[config.mk]
export PLATFORM = sky130hd
export DESIGN_NAME = minimum_spanning_tree_kruskal_unit_flat
export DESIGN_NICKNAME = d
export VERILOG_FILES = /design/src/design/mst_pkg.sv /design/src/design/mst_if.sv /design/src/design/mst_edge_store.sv /design/src/design/mst_forest.sv /design/src/design/minimum_spanning_tree_kruskal_unit.sv /design/src/flat_wrapper.sv
export SDC_FILE = /design/constraint.sdc
export NUM_CORES = 1
export LEC_CHECK = 0
export BUFFER_PORTS_ARGS = -buffer_cell sky130_fd_sc_hd__buf_2
export CAP_MARGIN = 10
export CORE_UTILIZATION = 56
export DETAILED_ROUTE_END_ITERATION = 7
export PLACE_DENSITY = 0.76
export SYNTH_ARGS = -nofsm -noshare
export SYNTH_HDL_FRONTEND = slang
export SYNTH_SLANG_ARGS = --single-unit
[constraint.sdc]
create_clock -name clk_i -period 4.5 [get_ports clk_i]
set_input_delay 0.225 -clock clk_i [delete_from_list [all_inputs] [get_ports clk_i]]
set_output_delay 0.225 -clock clk_i [all_outputs]
set_load 0.02 [all_outputs]
[src/design/mst_pkg.sv]
// Shared types and constants of the Kruskal spanning tree unit.
// No dependencies; compiled first.
`timescale 1ns / 1ps

package mst_pkg;

  // Fixed field widths
  localparam int unsigned VTX_W   = 4;
  localparam int unsigned COST_W  = 15;
  localparam int unsigned TOTAL_W = 19;
  localparam int unsigned CFG_W   = 5;

  // Defaults for the top-level parameters
  localparam int unsigned MAX_EDGES_DEF    = 32;
  localparam int unsigned MAX_VERTICES_DEF = 16;

  // Reset value of the vertex count register
  localparam logic [CFG_W-1:0] VCOUNT_RST = 5'd5;

  // One stored graph edge
  typedef struct packed {
    logic [VTX_W-1:0]  va;
    logic [VTX_W-1:0]  vb;
    logic [COST_W-1:0] cost;
  } edge_rec_t;

endpackage

[src/design/mst_if.sv]
// Valid/ready channel interfaces: edge input and tree result output.
// Depends on mst_pkg.
`timescale 1ns / 1ps

interface mst_edge_if;
  import mst_pkg::*;
  logic               valid;
  logic               ready;
  logic [VTX_W-1:0]   end_a;
  logic [VTX_W-1:0]   end_b;
  logic [COST_W-1:0]  weight;
  logic               final_edge;

  modport source (output valid, end_a, end_b, weight, final_edge, input ready);
  modport sink   (input valid, end_a, end_b, weight, final_edge, output ready);
endinterface

interface mst_result_if;
  import mst_pkg::*;
  logic               valid;
  logic               ready;
  logic [VTX_W-1:0]   tree_from;
  logic [VTX_W-1:0]   tree_to;
  logic [COST_W-1:0]  tree_cost;
  logic               edge_valid;
  logic [TOTAL_W-1:0] running_total;
  logic               spanning;
  logic               last_result;

  modport source (output valid, tree_from, tree_to, tree_cost, edge_valid,
                  running_total, spanning, last_result, input ready);
  modport sink   (input valid, tree_from, tree_to, tree_cost, edge_valid,
                  running_total, spanning, last_result, output ready);
endinterface

[src/design/mst_edge_store.sv]
// Edge memory: one write port, one read port with registered read data.
// Depends on mst_pkg for the edge record type.
`timescale 1ns / 1ps

module mst_edge_store #(
  parameter int unsigned DEPTH = 32,
  parameter int unsigned AW    = 5
) (
  input  logic                  clk_i,
  input  logic                  we_i,
  input  logic [AW-1:0]         waddr_i,
  input  mst_pkg::edge_rec_t    wdata_i,
  input  logic                  re_i,
  input  logic [AW-1:0]         raddr_i,
  output mst_pkg::edge_rec_t    rdata_o
);
  import mst_pkg::*;

  edge_rec_t mem_q [DEPTH];
  edge_rec_t rdata_q;

  // Write port
  always_ff @(posedge clk_i) begin
    if (we_i) begin
      mem_q[waddr_i] <= wdata_i;
    end
  end

  // Read port, data held while not enabled
  always_ff @(posedge clk_i) begin
    if (re_i) begin
      rdata_q <= mem_q[raddr_i];
    end
  end

  assign rdata_o = rdata_q;

endmodule

[src/design/mst_forest.sv]
// Union-find parent links: one read address, one write port, bulk reset to self.
// No package dependencies.
`timescale 1ns / 1ps

module mst_forest #(
  parameter int unsigned N  = 16,
  parameter int unsigned AW = 4
) (
  input  logic          clk_i,
  input  logic          rst_ni,
  input  logic          clear_i,
  input  logic          we_i,
  input  logic [AW-1:0] waddr_i,
  input  logic [AW-1:0] wdata_i,
  input  logic [AW-1:0] raddr_i,
  output logic [AW-1:0] rdata_o,
  output logic          is_root_o
);

  logic [AW-1:0] parent_q [N];

  // Every vertex points at itself after reset or clear
  always_ff @(posedge clk_i or negedge rst_ni) begin
    if (!rst_ni) begin
      for (int i = 0; i < N; i++) begin
        parent_q[i] <= AW'(i);
      end
    end else if (clear_i) begin
      for (int i = 0; i < N; i++) begin
        parent_q[i] <= AW'(i);
      end
    end else if (we_i) begin
      parent_q[waddr_i] <= wdata_i;
    end
  end

  // One link step of the root walk
  assign rdata_o   = parent_q[raddr_i];
  assign is_root_o = (parent_q[raddr_i] == raddr_i);

endmodule

[src/design/minimum_spanning_tree_kruskal_unit.sv]
// Kruskal spanning tree unit: top level with the run sequencer.
// Depends on mst_pkg, mst_if, mst_edge_store and mst_forest.
//
//  channel    | dir | handshake            | contents
//  -----------+-----+----------------------+---------------------------------------
//  edge_i     | in  | valid/ready          | end_a, end_b, weight, final_edge
//  result_o   | out | valid/ready          | tree edge, edge_valid, total, flags
//  cfg        | in  | cfg_we_i, no wait    | vertex_count
//
// Edges load into the store while the unit is idle. A run then repeats a pick
// pass over the E stored edges (a scan through the single memory read port,
// then a pick step) followed by two root walks, one step per vertex on the path,
// until the tree is complete or no edge is left; emission reads the store
// again, one edge at a time, in store order.
// Edge input is held off from the final edge until the last result is
// loaded into the output register. A stalled result only freezes emission.
// Reset is asynchronous and active low; the edge store needs no clearing.
`timescale 1ns / 1ps

module minimum_spanning_tree_kruskal_unit #(
  parameter int unsigned MAX_EDGES    = mst_pkg::MAX_EDGES_DEF,
  parameter int unsigned MAX_VERTICES = mst_pkg::MAX_VERTICES_DEF
) (
  input  logic                       clk_i,
  input  logic                       rst_ni,
  input  logic                       cfg_we_i,
  input  logic [mst_pkg::CFG_W-1:0]  cfg_wdata_i,
  mst_edge_if.sink                   edge_i,
  mst_result_if.source               result_o
);
  import mst_pkg::*;

  localparam int unsigned EW = (MAX_EDGES > 1) ? $clog2(MAX_EDGES) : 1;
  localparam int unsigned CW = $clog2(MAX_EDGES + 1);
  localparam int unsigned PW = $clog2(MAX_VERTICES);

  // Sequencer states
  localparam logic [2:0] S_IDLE      = 3'd0;
  localparam logic [2:0] S_SCAN      = 3'd1;
  localparam logic [2:0] S_PICK      = 3'd2;
  localparam logic [2:0] S_WALK_A    = 3'd3;
  localparam logic [2:0] S_WALK_B    = 3'd4;
  localparam logic [2:0] S_EMIT_INIT = 3'd5;
  localparam logic [2:0] S_EMIT_RD   = 3'd6;
  localparam logic [2:0] S_EMIT_CHK  = 3'd7;

  logic [2:0]           state_q, state_d;
  logic [CFG_W-1:0]     vcount_q, vcount_d;
  logic [CW-1:0]        loaded_q, loaded_d;
  logic [CW-1:0]        scan_q, scan_d;
  logic                 rd_vld_q, rd_vld_d;
  logic [EW-1:0]        rd_idx_q, rd_idx_d;
  logic                 found_q, found_d;
  logic [EW-1:0]        best_idx_q, best_idx_d;
  logic [COST_W-1:0]    best_cost_q, best_cost_d;
  logic [VTX_W-1:0]     best_va_q, best_va_d;
  logic [VTX_W-1:0]     best_vb_q, best_vb_d;
  logic [PW-1:0]        cur_q, cur_d;
  logic [PW-1:0]        root_a_q, root_a_d;
  logic [PW-1:0]        accepted_q, accepted_d;
  logic [PW-1:0]        emitted_q, emitted_d;
  logic [EW-1:0]        emit_idx_q, emit_idx_d;
  logic [TOTAL_W-1:0]   total_q, total_d;
  logic [MAX_EDGES-1:0] taken_q, taken_d;
  logic [MAX_EDGES-1:0] refused_q, refused_d;

  // Output register
  logic                 res_valid_q, res_valid_d;
  logic [VTX_W-1:0]     res_from_q, res_from_d;
  logic [VTX_W-1:0]     res_to_q, res_to_d;
  logic [COST_W-1:0]    res_cost_q, res_cost_d;
  logic                 res_edge_q, res_edge_d;
  logic [TOTAL_W-1:0]   res_total_q, res_total_d;
  logic                 res_span_q, res_span_d;
  logic                 res_last_q, res_last_d;

  // Memory and forest hookup
  logic                 in_acc;
  logic                 mem_we, mem_re;
  logic [EW-1:0]        mem_raddr;
  edge_rec_t            mem_wdata, mem_rdata;
  logic                 fr_clear, fr_we;
  logic [PW-1:0]        fr_parent;
  logic                 fr_is_root;
  logic                 issue;
  logic                 out_free;
  logic [PW-1:0]        needed;
  logic                 best_oor;
  logic [TOTAL_W-1:0]   sum_next;

  assign in_acc       = edge_i.valid && edge_i.ready;
  assign edge_i.ready = (state_q == S_IDLE);
  assign out_free     = !res_valid_q || result_o.ready;

  // Tree edge count from the clamped vertex count
  assign needed = (vcount_q == '0) ? '0 :
                  (32'(vcount_q) >= MAX_VERTICES) ? PW'(MAX_VERTICES - 1) :
                  PW'(vcount_q - 5'd1);

  assign best_oor = (32'(best_va_q) >= MAX_VERTICES) || (32'(best_vb_q) >= MAX_VERTICES);

  // Edge store write on load, read for scan and emission
  assign mem_we          = in_acc && (loaded_q < CW'(MAX_EDGES));
  assign mem_wdata.va    = edge_i.end_a;
  assign mem_wdata.vb    = edge_i.end_b;
  assign mem_wdata.cost  = edge_i.weight;
  assign issue           = (state_q == S_SCAN) && (scan_q < loaded_q);
  assign mem_re          = issue || (state_q == S_EMIT_RD);
  assign mem_raddr       = (state_q == S_SCAN) ? scan_q[EW-1:0] : emit_idx_q;
  assign fr_clear        = in_acc && edge_i.final_edge;
  assign fr_we           = (state_q == S_WALK_B) && fr_is_root && (cur_q != root_a_q);
  assign sum_next        = total_q + TOTAL_W'(mem_rdata.cost);

  mst_edge_store #(
    .DEPTH (MAX_EDGES),
    .AW    (EW)
  ) u_store (
    .clk_i   (clk_i),
    .we_i    (mem_we),
    .waddr_i (loaded_q[EW-1:0]),
    .wdata_i (mem_wdata),
    .re_i    (mem_re),
    .raddr_i (mem_raddr),
    .rdata_o (mem_rdata)
  );

  mst_forest #(
    .N  (MAX_VERTICES),
    .AW (PW)
  ) u_forest (
    .clk_i     (clk_i),
    .rst_ni    (rst_ni),
    .clear_i   (fr_clear),
    .we_i      (fr_we),
    .waddr_i   (root_a_q),
    .wdata_i   (cur_q),
    .raddr_i   (cur_q),
    .rdata_o   (fr_parent),
    .is_root_o (fr_is_root)
  );

  // Sequencer
  always_comb begin
    state_d     = state_q;
    vcount_d    = vcount_q;
    loaded_d    = loaded_q;
    scan_d      = scan_q;
    rd_vld_d    = issue;
    rd_idx_d    = scan_q[EW-1:0];
    found_d     = found_q;
    best_idx_d  = best_idx_q;
    best_cost_d = best_cost_q;
    best_va_d   = best_va_q;
    best_vb_d   = best_vb_q;
    cur_d       = cur_q;
    root_a_d    = root_a_q;
    accepted_d  = accepted_q;
    emitted_d   = emitted_q;
    emit_idx_d  = emit_idx_q;
    total_d     = total_q;
    taken_d     = taken_q;
    refused_d   = refused_q;
    res_valid_d = res_valid_q && !result_o.ready;
    res_from_d  = res_from_q;
    res_to_d    = res_to_q;
    res_cost_d  = res_cost_q;
    res_edge_d  = res_edge_q;
    res_total_d = res_total_q;
    res_span_d  = res_span_q;
    res_last_d  = res_last_q;

    if (cfg_we_i) begin
      vcount_d = cfg_wdata_i;
    end

    case (state_q)
      // Load edges; the final one starts a run
      S_IDLE: begin
        if (in_acc) begin
          if (mem_we) begin
            loaded_d = loaded_q + 1'b1;
          end
          if (edge_i.final_edge) begin
            taken_d    = '0;
            refused_d  = '0;
            accepted_d = '0;
            scan_d     = '0;
            found_d    = 1'b0;
            state_d    = (needed == '0) ? S_EMIT_INIT : S_SCAN;
          end
        end
      end

      // Cheapest unmarked edge, first index wins ties
      S_SCAN: begin
        if (issue) begin
          scan_d = scan_q + 1'b1;
        end
        if (rd_vld_q && !(taken_q[rd_idx_q] || refused_q[rd_idx_q]) &&
            (!found_q || (mem_rdata.cost < best_cost_q))) begin
          found_d     = 1'b1;
          best_idx_d  = rd_idx_q;
          best_cost_d = mem_rdata.cost;
          best_va_d   = mem_rdata.va;
          best_vb_d   = mem_rdata.vb;
        end
        if (!issue && !rd_vld_q) begin
          state_d = S_PICK;
        end
      end

      S_PICK: begin
        if (!found_q) begin
          state_d = S_EMIT_INIT;
        end else if (best_oor) begin
          refused_d[best_idx_q] = 1'b1;
          scan_d  = '0;
          found_d = 1'b0;
          state_d = S_SCAN;
        end else begin
          cur_d   = PW'(best_va_q);
          state_d = S_WALK_A;
        end
      end

      // Root of the first endpoint
      S_WALK_A: begin
        if (fr_is_root) begin
          root_a_d = cur_q;
          cur_d    = PW'(best_vb_q);
          state_d  = S_WALK_B;
        end else begin
          cur_d = fr_parent;
        end
      end

      // Root of the second endpoint, then accept or reject
      S_WALK_B: begin
        if (fr_is_root) begin
          scan_d  = '0;
          found_d = 1'b0;
          state_d = S_SCAN;
          if (cur_q == root_a_q) begin
            refused_d[best_idx_q] = 1'b1;
          end else begin
            taken_d[best_idx_q] = 1'b1;
            accepted_d          = accepted_q + 1'b1;
            if ((accepted_q + 1'b1) == needed) begin
              state_d = S_EMIT_INIT;
            end
          end
        end else begin
          cur_d = fr_parent;
        end
      end

      S_EMIT_INIT: begin
        loaded_d   = '0;
        emitted_d  = '0;
        total_d    = '0;
        emit_idx_d = '0;
        if (accepted_q != '0) begin
          state_d = S_EMIT_RD;
        end else if (out_free) begin
          // Empty tree: one result with no edge
          res_valid_d = 1'b1;
          res_from_d  = '0;
          res_to_d    = '0;
          res_cost_d  = '0;
          res_edge_d  = 1'b0;
          res_total_d = '0;
          res_span_d  = (accepted_q == needed);
          res_last_d  = 1'b1;
          state_d     = S_IDLE;
        end
      end

      S_EMIT_RD: begin
        state_d = S_EMIT_CHK;
      end

      // Emit accepted edges in store order
      S_EMIT_CHK: begin
        if (taken_q[emit_idx_q]) begin
          if (out_free) begin
            res_valid_d = 1'b1;
            res_from_d  = mem_rdata.va;
            res_to_d    = mem_rdata.vb;
            res_cost_d  = mem_rdata.cost;
            res_edge_d  = 1'b1;
            res_total_d = sum_next;
            res_span_d  = (accepted_q == needed);
            res_last_d  = ((emitted_q + 1'b1) == accepted_q);
            total_d     = sum_next;
            emitted_d   = emitted_q + 1'b1;
            emit_idx_d  = emit_idx_q + 1'b1;
            state_d     = ((emitted_q + 1'b1) == accepted_q) ? S_IDLE : S_EMIT_RD;
          end
        end else begin
          emit_idx_d = emit_idx_q + 1'b1;
          state_d    = S_EMIT_RD;
        end
      end

      default: begin
        state_d = S_IDLE;
      end
    endcase
  end

  // Control registers
  always_ff @(posedge clk_i or negedge rst_ni) begin
    if (!rst_ni) begin
      state_q     <= S_IDLE;
      vcount_q    <= VCOUNT_RST;
      loaded_q    <= '0;
      scan_q      <= '0;
      rd_vld_q    <= 1'b0;
      found_q     <= 1'b0;
      accepted_q  <= '0;
      emitted_q   <= '0;
      emit_idx_q  <= '0;
      taken_q     <= '0;
      refused_q   <= '0;
      res_valid_q <= 1'b0;
    end else begin
      state_q     <= state_d;
      vcount_q    <= vcount_d;
      loaded_q    <= loaded_d;
      scan_q      <= scan_d;
      rd_vld_q    <= rd_vld_d;
      found_q     <= found_d;
      accepted_q  <= accepted_d;
      emitted_q   <= emitted_d;
      emit_idx_q  <= emit_idx_d;
      taken_q     <= taken_d;
      refused_q   <= refused_d;
      res_valid_q <= res_valid_d;
    end
  end

  // Datapath registers
  always_ff @(posedge clk_i) begin
    rd_idx_q    <= rd_idx_d;
    best_idx_q  <= best_idx_d;
    best_cost_q <= best_cost_d;
    best_va_q   <= best_va_d;
    best_vb_q   <= best_vb_d;
    cur_q       <= cur_d;
    root_a_q    <= root_a_d;
    total_q     <= total_d;
    res_from_q  <= res_from_d;
    res_to_q    <= res_to_d;
    res_cost_q  <= res_cost_d;
    res_edge_q  <= res_edge_d;
    res_total_q <= res_total_d;
    res_span_q  <= res_span_d;
    res_last_q  <= res_last_d;
  end

  assign result_o.valid         = res_valid_q;
  assign result_o.tree_from     = res_from_q;
  assign result_o.tree_to       = res_to_q;
  assign result_o.tree_cost     = res_cost_q;
  assign result_o.edge_valid    = res_edge_q;
  assign result_o.running_total = res_total_q;
  assign result_o.spanning      = res_span_q;
  assign result_o.last_result   = res_last_q;

endmodule

[src/flat_wrapper.sv]
// flat-port wrapper written by rule: the top's interface ports become plain ports
module minimum_spanning_tree_kruskal_unit_flat import mst_pkg::*;
#(
  parameter int unsigned MAX_EDGES    = mst_pkg::MAX_EDGES_DEF,
  parameter int unsigned MAX_VERTICES = mst_pkg::MAX_VERTICES_DEF
)
  (clk_i, rst_ni, cfg_we_i, cfg_wdata_i, edge_i_valid, edge_i_end_a, edge_i_end_b, edge_i_weight, edge_i_final_edge, edge_i_ready, result_o_valid, result_o_tree_from, result_o_tree_to, result_o_tree_cost, result_o_edge_valid, result_o_running_total, result_o_spanning, result_o_last_result, result_o_ready);
  mst_edge_if edge_i_i ();
  mst_result_if result_o_i ();
  input  logic clk_i;
  input  logic rst_ni;
  input  logic cfg_we_i;
  input  logic [mst_pkg::CFG_W-1:0] cfg_wdata_i;
  input wire logic [$bits(edge_i_i.valid)-1:0] edge_i_valid;
  input wire logic [$bits(edge_i_i.end_a)-1:0] edge_i_end_a;
  input wire logic [$bits(edge_i_i.end_b)-1:0] edge_i_end_b;
  input wire logic [$bits(edge_i_i.weight)-1:0] edge_i_weight;
  input wire logic [$bits(edge_i_i.final_edge)-1:0] edge_i_final_edge;
  output wire logic [$bits(edge_i_i.ready)-1:0] edge_i_ready;
  output wire logic [$bits(result_o_i.valid)-1:0] result_o_valid;
  output wire logic [$bits(result_o_i.tree_from)-1:0] result_o_tree_from;
  output wire logic [$bits(result_o_i.tree_to)-1:0] result_o_tree_to;
  output wire logic [$bits(result_o_i.tree_cost)-1:0] result_o_tree_cost;
  output wire logic [$bits(result_o_i.edge_valid)-1:0] result_o_edge_valid;
  output wire logic [$bits(result_o_i.running_total)-1:0] result_o_running_total;
  output wire logic [$bits(result_o_i.spanning)-1:0] result_o_spanning;
  output wire logic [$bits(result_o_i.last_result)-1:0] result_o_last_result;
  input wire logic [$bits(result_o_i.ready)-1:0] result_o_ready;
  assign edge_i_i.valid = edge_i_valid;
  assign edge_i_i.end_a = edge_i_end_a;
  assign edge_i_i.end_b = edge_i_end_b;
  assign edge_i_i.weight = edge_i_weight;
  assign edge_i_i.final_edge = edge_i_final_edge;
  assign edge_i_ready = edge_i_i.ready;
  assign result_o_valid = result_o_i.valid;
  assign result_o_tree_from = result_o_i.tree_from;
  assign result_o_tree_to = result_o_i.tree_to;
  assign result_o_tree_cost = result_o_i.tree_cost;
  assign result_o_edge_valid = result_o_i.edge_valid;
  assign result_o_running_total = result_o_i.running_total;
  assign result_o_spanning = result_o_i.spanning;
  assign result_o_last_result = result_o_i.last_result;
  assign result_o_i.ready = result_o_ready;
  minimum_spanning_tree_kruskal_unit #(.MAX_EDGES(MAX_EDGES), .MAX_VERTICES(MAX_VERTICES)) u_core (.clk_i(clk_i), .rst_ni(rst_ni), .cfg_we_i(cfg_we_i), .cfg_wdata_i(cfg_wdata_i), .edge_i(edge_i_i), .result_o(result_o_i));
endmodule
==> reports/results.tsv <==
metric	value	unit
share of the clock period used by the worst path after layout	84.3	%
Warnings, synthesis	0	
worst-case reg-to-reg path depth	8	
CTS H-tree lvls	3	
final total negative setup slack	0	ps
clock latency on the worst-skew pair	670	ps
total wire length	103000	um
initial core utilization	56.7	%
Non-Filler Cell Area, Final	47800	um^2
proportion of register bits with asynchronous set or reset after synthesis	16.0	%
most frequent cell after synthesis	edfxtp_1	
sinks on the clock net	1028	
category of the most critical setup path	reg2reg	
Die Y	277	um
Critical Path Sink Type	flip-flop	
FP Rows	100	
number of max-slew violations in the final report	0	
RSZ-0062 raised after global routing	no	
worst rel slew slack	24.3	%
Boundary Pins	81	
Post-synth top cells	edfxtp_1, nand2_1, mux4_2, nor2_1, nand3_1	
Yosys top cell area share	60.9	%
clock buffers created by TritonCTS	98	
Iteration-0 DRC Markers	2817	
mean instance size in the synthesized netlist	16.2	um^2
minimum clock period	3790	ps
nets@finish	2836	
final-layout worst hold slack	63.7	ps
final HPWL from detailed placement	61900	um
total core area	74700	um^2
reg2reg start	u_core.cur_q[0]$_DFFE_PP_	
ranking of synthesized cells by area	edfxtp_1, mux4_2, dfrtp_1, nand2_1, dfstp_2	
status	complete, no violations	
global route total overflow	0	
HP Class	in2async	
leak pwr	0.0163	uW
actual slew at the worst max-slew pin	1130	ps
First-pass DRT Iterations	5	
DIE AREA	76700	um^2
distinct cell type count after synthesis	61	
Worst Path Required	4990	ps
total via count in the routed design	24500	
Max IR drop VDD	407	uV
largest net degree at the start of global routing	89	
internal reg-to-reg setup slack	710	ps
most common flop cell mapped by yosys	edfxtp_1	
clock buffer depth	3	
root cell of the clock tree	clkbuf_16	
max-cap check violation count	0	
final RePlAce weighted congestion	0.876	
number of nets with antenna violations after routing	0	
PortBufs	80	
area of the mapped netlist	42400	um^2
setup violators final	0	
Syn Nets	2698	
wire length of the first global-routing pass	156000	um
layout overhead on the synthesized area	12.8	%
final hold viol count	0	
area of the multi-input gates	11700	um^2
arrival time of the worst setup path	4280	ps
x dimension of the die	277	um
maximum fanout encountered on the critical timing path	16	
number of flops mapped to enable cells by yosys	859	
Clock Pin Slew Worst Setup and Hold Paths	60	ps
Yosys reg bits	1028	
Reg-to-Reg End	u_core.u_forest.parent_q[9]$_DFFE_PN0P_	
placed cell areas	44400	um^2
WL per Instance	27.0	um
gate count of the mapped netlist	2618	
Post-Route Skew	19.5	ps
share of synthesized area occupied by flip-flops and latches	70.9	%
CTS tree	built	
vias per std cell	6.43	
Pwr per Cell Area	393	nW/um^2
total area of sequential cells	30000	um^2
cell type with the largest total area after synthesis	edfxtp_1	
share of cells above drive strength 1	21.9	%
Overall Global Routing Usage	27.3	%
post-detailed-route DRC marker count	0	
highest clock frequency the design can meet	264	MHz
vias in the first global route	25500	
antenna violations before repair	12	
kind of start point of the critical path	flip-flop	
fill cell total of the finished layout	4976	
[logic make-up (layout without fill, tap and decap cells)]
group | after synthesis | in the layout | synth area share [%]
AOI/OAI and AO/OA | 236 | 236 | 3.37
and+or+nand+nor | 773 | 773 | 8.21
xor gates and xnor gates | 38 | 38 | 0.786
muxes | 303 | 303 | 13.4
buffers and inverters | 194 | 408 | 1.90
other | 0 | 4 | 0
DFF | 1028 | 1028 | 70.9
adders and majority gates | 46 | 46 | 1.38
[metrics by stage]
| stage | worst slack, ps | power [uW] | utilization (%) | cells |
|---|---|---|---|---|
| floorplan | 396 | 10600 | - | 2618 |
| global placement | 829 | 10800 | 59.4 | 3610 |
| detailed placement | 717 | 10800 | 59.5 | 3611 |
| CTS | 679 | 18800 | 63.9 | 3800 |
| global route | 507 | 19200 | 63.9 | 3804 |
| finish | 707 | 18800 | 63.9 | 3805 |
[cell type report]
cell class / instances / share of cell area (%)
multi-input cells: 1396 / 24.5
clock buffers: 130 / 5.60
clock inverters: 46 / 1.02
flip-flops and latches: 1028 / 62.9
diodes: 4 / 0.0210
inverters: 46 / 0.362
well taps: 969 / 2.54
repair buffers: 186 / 3.06
[layer usage]
| layer | wire length (um) | GRT usage, % |
|---|---|---|
| met1 | 38500 | 35.7 |
| met2 | 50700 | 45.1 |
| met3 | 9920 | 6.03 |
| met4 | 3520 | 10.1 |
| met5 | 47 | 0 |
[how the worst max path moves through the flow]
stage          slack (ps)                                       to                  startpoint  cells after the start
6_report              710  u_core.u_forest.parent_q[9]$_DFFE_PN0P_   u_core.cur_q[0]$_DFFE_PP_                      8
5_1_grt               510         u_core.refused_q[21]$_DFFE_PN0P_   u_core.cur_q[0]$_DFFE_PP_                     10
4_1_cts               680         u_core.refused_q[21]$_DFFE_PN0P_   u_core.cur_q[0]$_DFFE_PP_                     10
3_5_place_dp          720         u_core.refused_q[21]$_DFFE_PN0P_   u_core.cur_q[0]$_DFFE_PP_                     10
3_3_place_gp          830  u_core.u_forest.parent_q[9]$_DFFE_PN0P_   u_core.cur_q[0]$_DFFE_PP_                      8
2_1_floorplan         400          u_core.best_cost_q[0]$_DFFE_PP_  u_core.rd_idx_q[1]$_DFF_P_                      6
[where the power goes]
group          internal (uW)  switching [uW]
combinational           61.2             175
clock                   4690            3460
sequential             10300            26.1
[cell usage in the layout, fill, tap and decap left out, types with 7 or more instances in the layout]
master         instances
nand2b_1              13
a211oi_1              15
clkbuf_8               8
bufinv_16              9
mux2_2                10
and2_1                28
clkbuf_16             99
nor3_1                30
clkbuf_1              23
dlygate4sd3_1         13
buf_2                 79
a31oi_1               39
nand4_1               12
xnor2_1               23
buf_12                15
xor2_1                15
a21oi_1               40
dfrtp_1              130
o21ai_0               87
clkinv_2              12
nor2_1               126
inv_1                 46
mux4_2               211
nor2_2                33
a21o_1                11
ha_1                  45
buf_4                 76
nand3_1              137
edfxtp_1             859
or3_1                  7
mux2i_1               76
dfstp_2               34
nand2_1              342
clkinv_1              17
nor2b_1               14
[worst max-delay path, cell delays in order, from the launching register on]
cell and delay (ps):
edfxtp_1 910, mux4_2 600, a21oi_1 210, nand3_1 120
a221oi_2 290, o211ai_1 210, buf_4 250, nor4b_2 800
o21ai_0 220
[flip-flops by register name, indices dropped and copies added, names as in the netlist, 4 cells and up]
register                       cells
u_core.u_store.rdata_o            23
u_core.u_store.mem_q             736
u_core.result_o.tree_to            4
u_core.root_a_q                    4
u_core.result_o.tree_cost         15
u_core.refused_q                  32
u_core.best_cost_q                15
u_core.accepted_q                  4
u_core.emit_idx_q                  5
u_core.u_forest.parent_q          64
u_core.best_vb_q                   4
u_core.result_o.running_total     19
u_core.best_va_q                   4
u_core.cur_q                       4
u_core.rd_idx_q                    5
u_core.taken_q                    32
u_core.emitted_q                   4
u_core.total_q                    19
u_core.vcount_q                    5
u_core.best_idx_q                  5
u_core.result_o.tree_from          4
u_core.loaded_q                    6
u_core.scan_q                      6
[timing repair]
item / 4_1_cts / 5_1_grt
hold endpoints to repair: 48 / 0
hold buffers: 13 / 0
resized for setup: 0 / 0
setup buffers: 0 / 0
(Power assumes the default switching activity.)
